**src/design/r2h_pkg.sv**
```systemverilog
// ---------------------------------------------------------------------------
// r2h_pkg: shared types and constants for the rgb to hsi pixel unit
// data word carried along the cell chain, cordic angle table, fixed widths
// ---------------------------------------------------------------------------
package r2h_pkg;

    localparam int XW        = 29;  // cordic x/y width, signed
    localparam int AW        = 27;  // angle width, degrees q16, signed
    localparam int RW        = 18;  // division remainder width
    localparam int DW        = 10;  // divisor (channel sum) width
    localparam int QW        = 8;   // quotient width
    localparam int NSTEPS    = 16;  // cordic steps, one per cell
    localparam int SQ3_Q16   = 113512;
    localparam int ANG_180   = 11796480;
    localparam int ANG_360   = 23592960;
    localparam int HALF_DEG  = 32768;

    typedef struct packed {
        logic signed [XW-1:0] x;
        logic signed [XW-1:0] y;
        logic signed [AW-1:0] ang;
        logic [RW-1:0]        rem;
        logic [DW-1:0]        den;
        logic [QW-1:0]        quo;
        logic                 gray;
        logic                 sat_zero;
        logic [7:0]           inten;
    } t_cell_data;

    function automatic logic signed [AW-1:0] atan_q16(input logic [3:0] idx);
        logic signed [AW-1:0] v;
        case (idx)
            4'd0:    v = AW'(2949120);
            4'd1:    v = AW'(1740967);
            4'd2:    v = AW'(919879);
            4'd3:    v = AW'(466945);
            4'd4:    v = AW'(234379);
            4'd5:    v = AW'(117306);
            4'd6:    v = AW'(58666);
            4'd7:    v = AW'(29335);
            4'd8:    v = AW'(14668);
            4'd9:    v = AW'(7334);
            4'd10:   v = AW'(3667);
            4'd11:   v = AW'(1833);
            4'd12:   v = AW'(917);
            4'd13:   v = AW'(458);
            4'd14:   v = AW'(229);
            4'd15:   v = AW'(115);
            default: v = '0;
        endcase
        return v;
    endfunction

endpackage

```
**src/design/r2h_cell.sv**
```systemverilog
// ---------------------------------------------------------------------------
// r2h_cell: one cell of the conversion chain
// one cordic vectoring step, plus one restoring division bit in early cells
// ---------------------------------------------------------------------------
module r2h_cell
    import r2h_pkg::*;
#(
    parameter int STEP = 0
) (
    input  logic       i_clk,
    input  logic       i_rst_n,
    input  logic       i_valid,
    output logic       o_ready,
    input  t_cell_data i_data,
    output logic       o_valid,
    input  logic       i_ready,
    output t_cell_data o_data
);

    logic       r_valid;
    t_cell_data r_data;
    t_cell_data n_data;
    logic       w_en;
    logic signed [XW-1:0] w_dx, w_dy;
    logic [RW-1:0] w_dsh;

    assign w_en    = !r_valid || i_ready;
    assign o_ready = w_en;
    assign o_valid = r_valid;
    assign o_data  = r_data;

    always_comb begin
        n_data = i_data;
        w_dx   = i_data.y >>> STEP;
        w_dy   = i_data.x >>> STEP;
        if (i_data.y > 0) begin
            n_data.x   = i_data.x + w_dx;
            n_data.y   = i_data.y - w_dy;
            n_data.ang = i_data.ang + atan_q16(4'(STEP));
        end else begin
            n_data.x   = i_data.x - w_dx;
            n_data.y   = i_data.y + w_dy;
            n_data.ang = i_data.ang - atan_q16(4'(STEP));
        end
        // quotient bit (QW-1-STEP) in the first QW cells
        w_dsh = '0;
        if (STEP < QW) begin
            w_dsh = RW'(i_data.den) << (QW - 1 - STEP);
            if (i_data.rem >= w_dsh) begin
                n_data.rem = i_data.rem - w_dsh;
                n_data.quo = i_data.quo | QW'(QW'(1) << (QW - 1 - STEP));
            end
        end
    end

    always_ff @(posedge i_clk) begin
        if (!i_rst_n) begin
            r_valid <= 1'b0;
        end else if (w_en) begin
            r_valid <= i_valid;
        end
    end

    always_ff @(posedge i_clk) begin
        if (w_en && i_valid) begin
            r_data <= n_data;
        end
    end

endmodule

```
**src/design/rgb_to_hsi_pixel_unit.sv**
```systemverilog
// ---------------------------------------------------------------------------
// rgb_to_hsi_pixel_unit: rgb pixel to hue, saturation, intensity
// ---------------------------------------------------------------------------
// usage
//   input stream s_axis: one item is one rgb pixel of three 8-bit channels, taken when
//   s_axis_tvalid and s_axis_tready are both high
//   output stream m_axis: one item per pixel, in order, hue 0..359 degrees,
//   saturation 0..255, intensity floor of the channel mean
//   from accept to m_axis_tvalid an item passes the 16 chain cells and then
//   the output register; throughput one pixel per cycle while m_axis_tready is high
//   the rate is set by the cell chain: each cell does one cordic step and,
//   in the first eight cells, one bit of the saturation divide
//   every cell holds its own item and advances whenever its successor has
//   room, so bubbles collapse and input is taken while a result waits
//   reset clears all valid bits; no item is in flight afterwards
//   when m_axis_tready stays low the chain fills and s_axis_tready drops
//   only once every cell holds an item
// ---------------------------------------------------------------------------
module rgb_to_hsi_pixel_unit
    import r2h_pkg::*;
(
    input  logic        i_clk,
    input  logic        i_rst_n,
    input  logic        s_axis_tvalid,
    output logic        s_axis_tready,
    input  logic [23:0] s_axis_tdata,   // red[7:0], green[15:8], blue[23:16]
    output logic        m_axis_tvalid,
    input  logic        m_axis_tready,
    output logic [31:0] m_axis_tdata    // hue[8:0], saturation[16:9], intensity[24:17]
);

    // input prep
    logic [7:0] w_r, w_g, w_b, w_mn;
    logic signed [10:0] w_cx;
    logic signed [9:0]  w_cy;
    logic [10:0] w_cxa;
    logic signed [XW-1:0] w_cyn;
    logic [DW-1:0] w_sum, w_diff;
    logic [19:0]   w_prod3;
    t_cell_data    w_in;

    assign w_r = s_axis_tdata[7:0];
    assign w_g = s_axis_tdata[15:8];
    assign w_b = s_axis_tdata[23:16];

    always_comb begin
        w_cx    = $signed({2'b00, w_r, 1'b0}) - $signed({3'b000, w_g})
                  - $signed({3'b000, w_b});
        w_cy    = $signed({2'b00, w_g}) - $signed({2'b00, w_b});
        w_sum   = DW'(w_r) + DW'(w_g) + DW'(w_b);
        w_mn    = (w_r < w_g) ? w_r : w_g;
        if (w_b < w_mn) w_mn = w_b;
        w_prod3 = 20'(w_sum) * 20'd683;        // floor(sum/3) for sum < 1536
        w_diff  = w_sum - DW'(3 * w_mn);
        w_in          = '0;
        w_in.inten    = w_prod3[18:11];
        w_in.sat_zero = (w_prod3[18:11] == 8'd0);
        w_in.gray     = (w_cx == 0) && (w_cy == 0);
        w_in.den      = w_sum;
        w_in.rem      = {w_diff, 8'b0} - RW'(w_diff);   // 255 * diff
        // left half plane: rotate by 180 degrees first
        if (w_cx < 0) begin
            w_cxa  = 11'(-w_cx);
            w_cyn  = -XW'(w_cy);
            w_in.ang = AW'(ANG_180);
        end else begin
            w_cxa  = w_cx;
            w_cyn  = XW'(w_cy);
            w_in.ang = '0;
        end
        w_in.x = $signed({XW'(w_cxa)} << 16);
        w_in.y = XW'(w_cyn * $signed(XW'(SQ3_Q16)));
    end

    // cell chain
    logic       w_vld [NSTEPS+1];
    logic       w_rdy [NSTEPS+1];
    t_cell_data w_dat [NSTEPS+1];

    assign w_vld[0]      = s_axis_tvalid;
    assign w_dat[0]      = w_in;
    assign s_axis_tready = w_rdy[0];

    for (genvar k = 0; k < NSTEPS; k++) begin : g_cell
        r2h_cell #(.STEP(k)) u_cell (
            .i_clk   (i_clk),
            .i_rst_n (i_rst_n),
            .i_valid (w_vld[k]),
            .o_ready (w_rdy[k]),
            .i_data  (w_dat[k]),
            .o_valid (w_vld[k+1]),
            .i_ready (w_rdy[k+1]),
            .o_data  (w_dat[k+1])
        );
    end

    // output stage: angle wrap, rounding, gray and zero-intensity overrides
    logic signed [AW-1:0] w_ang;
    logic [AW-1:0] w_rnd;
    logic [8:0]    w_hue;
    logic [7:0]    w_sat;
    logic          r_ovalid;
    logic [31:0]   r_odata;
    logic          w_oen;

    always_comb begin
        w_ang = w_dat[NSTEPS].ang;
        if (w_ang < 0) w_ang = w_ang + AW'(ANG_360);
        w_rnd = AW'(w_ang) + AW'(HALF_DEG);
        w_hue = w_rnd[24:16];
        if (w_hue >= 9'd360) w_hue = w_hue - 9'd360;
        if (w_dat[NSTEPS].gray) w_hue = '0;
        w_sat = w_dat[NSTEPS].sat_zero ? 8'd0 : w_dat[NSTEPS].quo;
    end

    assign w_oen          = !r_ovalid || m_axis_tready;
    assign w_rdy[NSTEPS]  = w_oen;
    assign m_axis_tvalid  = r_ovalid;
    assign m_axis_tdata   = r_odata;

    always_ff @(posedge i_clk) begin
        if (!i_rst_n) begin
            r_ovalid <= 1'b0;
        end else if (w_oen) begin
            r_ovalid <= w_vld[NSTEPS];
        end
    end

    always_ff @(posedge i_clk) begin
        if (w_oen && w_vld[NSTEPS]) begin
            r_odata <= {7'b0, w_dat[NSTEPS].inten, w_sat, w_hue};
        end
    end

    // checks
    a_hue_range: assert property (@(posedge i_clk) disable iff (!i_rst_n)
        m_axis_tvalid |-> (m_axis_tdata[8:0] < 9'd360))
        else $error("hue out of range");

    a_sat_zero: assert property (@(posedge i_clk) disable iff (!i_rst_n)
        (m_axis_tvalid && m_axis_tdata[24:17] == 8'd0) |-> (m_axis_tdata[16:9] == 8'd0))
        else $error("saturation nonzero at zero intensity");

    a_reset_empty: assert property (@(posedge i_clk) disable iff (!i_rst_n)
        !$past(i_rst_n) |-> (s_axis_tready && !m_axis_tvalid))
        else $error("chain not empty after reset");

endmodule
```
**config.mk**
```make
export PLATFORM = sky130hd
export DESIGN_NAME = rgb_to_hsi_pixel_unit
export DESIGN_NICKNAME = d
export VERILOG_FILES = /design/src/design/r2h_pkg.sv /design/src/design/r2h_cell.sv /design/src/design/rgb_to_hsi_pixel_unit.sv
export SDC_FILE = /design/constraint.sdc
export NUM_CORES = 2
export LEC_CHECK = 0
export BUFFER_PORTS_ARGS = -buffer_cell sky130_fd_sc_hd__buf_4
export CAP_MARGIN = 15
export CORE_ASPECT_RATIO = 1.25
export CORE_MARGIN = 2
export CORE_UTILIZATION = 60
export CTS_BUF_LIST = sky130_fd_sc_hd__clkbuf_8
export DETAILED_ROUTE_END_ITERATION = 10
export PLACE_DENSITY = 0.82
export RECOVER_POWER = 50
export SLEW_MARGIN = 20
export SYNTH_ARGS = -nofsm -noshare
export SYNTH_HDL_FRONTEND = slang
export SYNTH_SLANG_ARGS = --single-unit
export TNS_END_PERCENT = 100
```
**constraint.sdc**
```tcl
create_clock -name i_clk -period 32.5 [get_ports i_clk]
set_input_delay 3.25 -clock i_clk [delete_from_list [all_inputs] [get_ports i_clk]]
set_output_delay 3.25 -clock i_clk [all_outputs]
set_load 0.03 [all_outputs]
```
==> impl_metrics.csv <==
group,metric,value,unit
synthesis,synth.mux.area_fraction,0.00577,
layout,drive_gt1_frac,0.0439,
cts,root_buffer_cell,"clkbuf_8",
place,routabilityCongestion,0.987,
hold_path,worstHoldPathType,"flip-flop to flip-flop",
worst_setup_path,reg_to_reg_start,"g_cell[2].u_cell.o_data[84]",
cts,tritoncts_num_sinks,1680,
route,wire_per_inst,20.2,um
sta,timing.max_slew.rel_slack,-1.58,
synthesis,adder_cell_share_of_the_synthesized_area,0.174,
die,io_pins,62,
global_route,first_global_vias,97500,
sta,finalWorstPathRequiredPeriod,13890,ps
cts,clkTransAtPathRegs,80,ps
die,die_w,416,um
worst_setup_path,slowest_delay,590,ps
cts,cts_tree,"built",
synthesis,seq_total_area_yosys,0.394,
route,detail_route.vias_per_cell,6.07,
sta,setup_repair_after_global_routing_missed_its_margin,"false",
global_route,grt_use_total,0.287,
cts,post_cts_hold_buffer_count,0,
synthesis,synth_top_family_by_area,"adder cells",
synthesis,yosys_warnings,0,
sta,setup_viol,0,
synthesis,post_synth_xor_area_fraction,0.116,
die,initial_core_utilization,0.603,
synthesis,synth_cell_type_count,90,
die,design.die.area,216000,sq um
global_route,grt_antenna_before_repair,4,
sta,worst_clock_skew,58.7,ps
sta,max_slew.worst_pin.slew,3870,ps
synthesis,synthFlopType,"edfxtp_1",
route,detail_route.drc_violations,0,
die,placementRows,189,
worst_setup_path,timing.critical_path.to_type,"flip-flop",
worst_setup_path,critical_path.startpoint_type,"input pin",
cts,h_tree_levels,5,
synthesis,share_of_synthesized_flip_flops_with_an_asynchronous_set_or_reset,0,
worst_setup_path,worst_ep_arrival_time,14580,ps
cts,ctsLongestPathBuffers,4,
worst_setup_path,timing.critical_path.from,"s_axis_tdata[0]",
die,placeable_core_region,212000,sq um
sta,timing.final.crit_share,0.427,
worst_setup_path,timing.critical_path.mode_cell,"fa_1",
sta,tns,0,ps
run_status,outcome,"finished, violations left",
layout,final_util,0.646,
cts,clkLatencyLatePin,980,ps
worst_setup_path,critPathKind,"input pin to flip-flop",
cts,cts_buffers,277,
layout,finalNetCount,14400,
place,hpwl,255000,um
worst_setup_path,critical_path.max_fanout,18,
layout,area_growth,7.23,%
place,portBuffers,54,
route,ant_nets,0,
worst_setup_path,crit_required,33190,ps
global_route,grt_pass1_wl,500000,um
global_route,overflow_left_after_global_routing,0,
worst_setup_path,crit_path_top_delay_cell,"a2111oi_0",
route,routed_wirelength,317000,um
cts,post_cts_resized,0,
synthesis,area_fraction_in_compound_gates_after_synthesis,0.165,
synthesis,post_synth.cell_area_avg,10.3,sq um
global_route,grt_max_degree,127,
cts,post-cts-setup-buffers,0,
run,drv_cap,37,
run_status,violations,"capacitance limit, slew limit",
synthesis,synthesis.instances,12400,
sta,timing_max_transition_violations_final,1422,
route,drt_iter0_markers,5763,
hold_path,worst_hold_startpoint,"g_cell[0].u_cell.o_data[1]",
sta,fmaxAchievable,72.0,MHz
die,floorplan.die.height,520,um
route,drtPass1Iterations,6,
synthesis,mappedNetlistArea,128000,sq um
synthesis,yosys_register_bits,1680,
sta,finalHoldViolCount,0,
route,via_count,95100,
synthesis,synth-edff-count,1663,
synthesis,post_synth_and_or_nand_nor_area_fraction,0.116,
==> per-layer routing <==
layer | GRT usage | share of wire | wire [um]
met5 | 0 | 0.000057 | 18
met4 | 0.194 | 0.075 | 23700
met3 | 0.0385 | 0.040 | 12700
met2 | 0.551 | 0.53 | 168000
met1 | 0.286 | 0.36 | 113000
==> sequential cells by signal, summed over array words and instances, names as in the netlist <==
register / cells
g_cell.u_cell.o_valid: 16
g_cell.u_cell.o_data: 1638
m_axis_tvalid: 1
m_axis_tdata: 25
==> stage by stage <==
| step | instance area (sq um) | worst slack, ps | hold WS (ps) | instances |
|---|---|---|---|---|
| finish | 137000 | 18610 | 391 | 15700 |
| floorplan | 128000 | 18410 | 400 | 12400 |
| detailed placement | 132000 | 17810 | 405 | 15200 |
| CTS | 137000 | 18840 | 392 | 15700 |
| global placement | 132000 | 17750 | 400 | 15200 |
| global route | 137000 | 17910 | 408 | 15700 |
==> cell families after synthesis <==
family	after synthesis
other	2
xor gates and xnor gates	1692
muxes	70
and+or+nand+nor	3070
adders and majority gates	1649
DFF	1680
buffers and inverters	970
AOI/OAI and AO/OA	3283
==> layout make-up <==
class,instances,area (sq um)
multi-input combinational,9775,73800
fill,16600,74900
antenna,7,17.5
inverter,832,3130
timing repair buffer,142,786
sequential,1680,50300
tap,2769,3460
clock inverter,190,1490
clock buffer,279,3840
==> placed cells by master, fill, tap and decap left out, types with 232 or more instances in the layout <==
master and instances:
edfxtp_1 1663, ha_1 1442, xnor2_1 1141, a21oi_1 978, nor2_1 938, inv_1 884
nand2_1 719, o21ai_0 631, xor2_1 549, a21o_1 476, clkbuf_8 279, nor3_1 232
==> cells in the mapped netlist (all sizes together) (29+ instances only) <==
cell       n  area [sq um]
mux2i     42           420
nand3    189           946
a21o     476          3570
o21bai   152          1140
nor4     122           778
nor2b    180          1130
clkbuf   109           409
a211oi    91           688
nor2     941          3530
and3     134           838
and2      46           288
nor3     232          1160
a31o      35           307
a21oi    982          4910
nand2    720          2710
edfxtp  1663         49900
o41ai     58           508
inv      826          3100
ha      1442         18000
buf       29           168
fa       207          4140
a31oi     99           619
a21boi    81           608
o31ai    177          1330
xor2     549          4810
xnor2   1143         10000
or3      110           688
o21ai    633          3170
o211ai    40           300
nand2b   158           988
o21a     185          1390
nand4     52           325
or2       37           231
or4       47           360
==> worst paths after layout <==
check                                 endpoint  cells past startpoint  slack [ps]
setup / recovery  g_cell[0].u_cell.o_data[100]                     39       18610
hold / removal      g_cell[1].u_cell.o_data[1]                      0         390
setup reg to reg  g_cell[3].u_cell.o_data[130]                     23       22730
hold reg to reg     g_cell[1].u_cell.o_data[1]                      0         390
==> critical path, delay by kind of cell <==
kind | cells | cell delay (ps)
AO/OA/AOI/OAI | 12 | 2890
XOR/XNOR | 4 | 1160
adder cells (fa/ha/maj) | 10 | 4650
buffers and inverters | 7 | 1260
multiplexers | 1 | 200
AND/OR/NAND/NOR | 5 | 1110
Power is left out: the tool's default activity adds up to more than one toggle a clock period on the data nets, which glitch-free logic cannot reach.
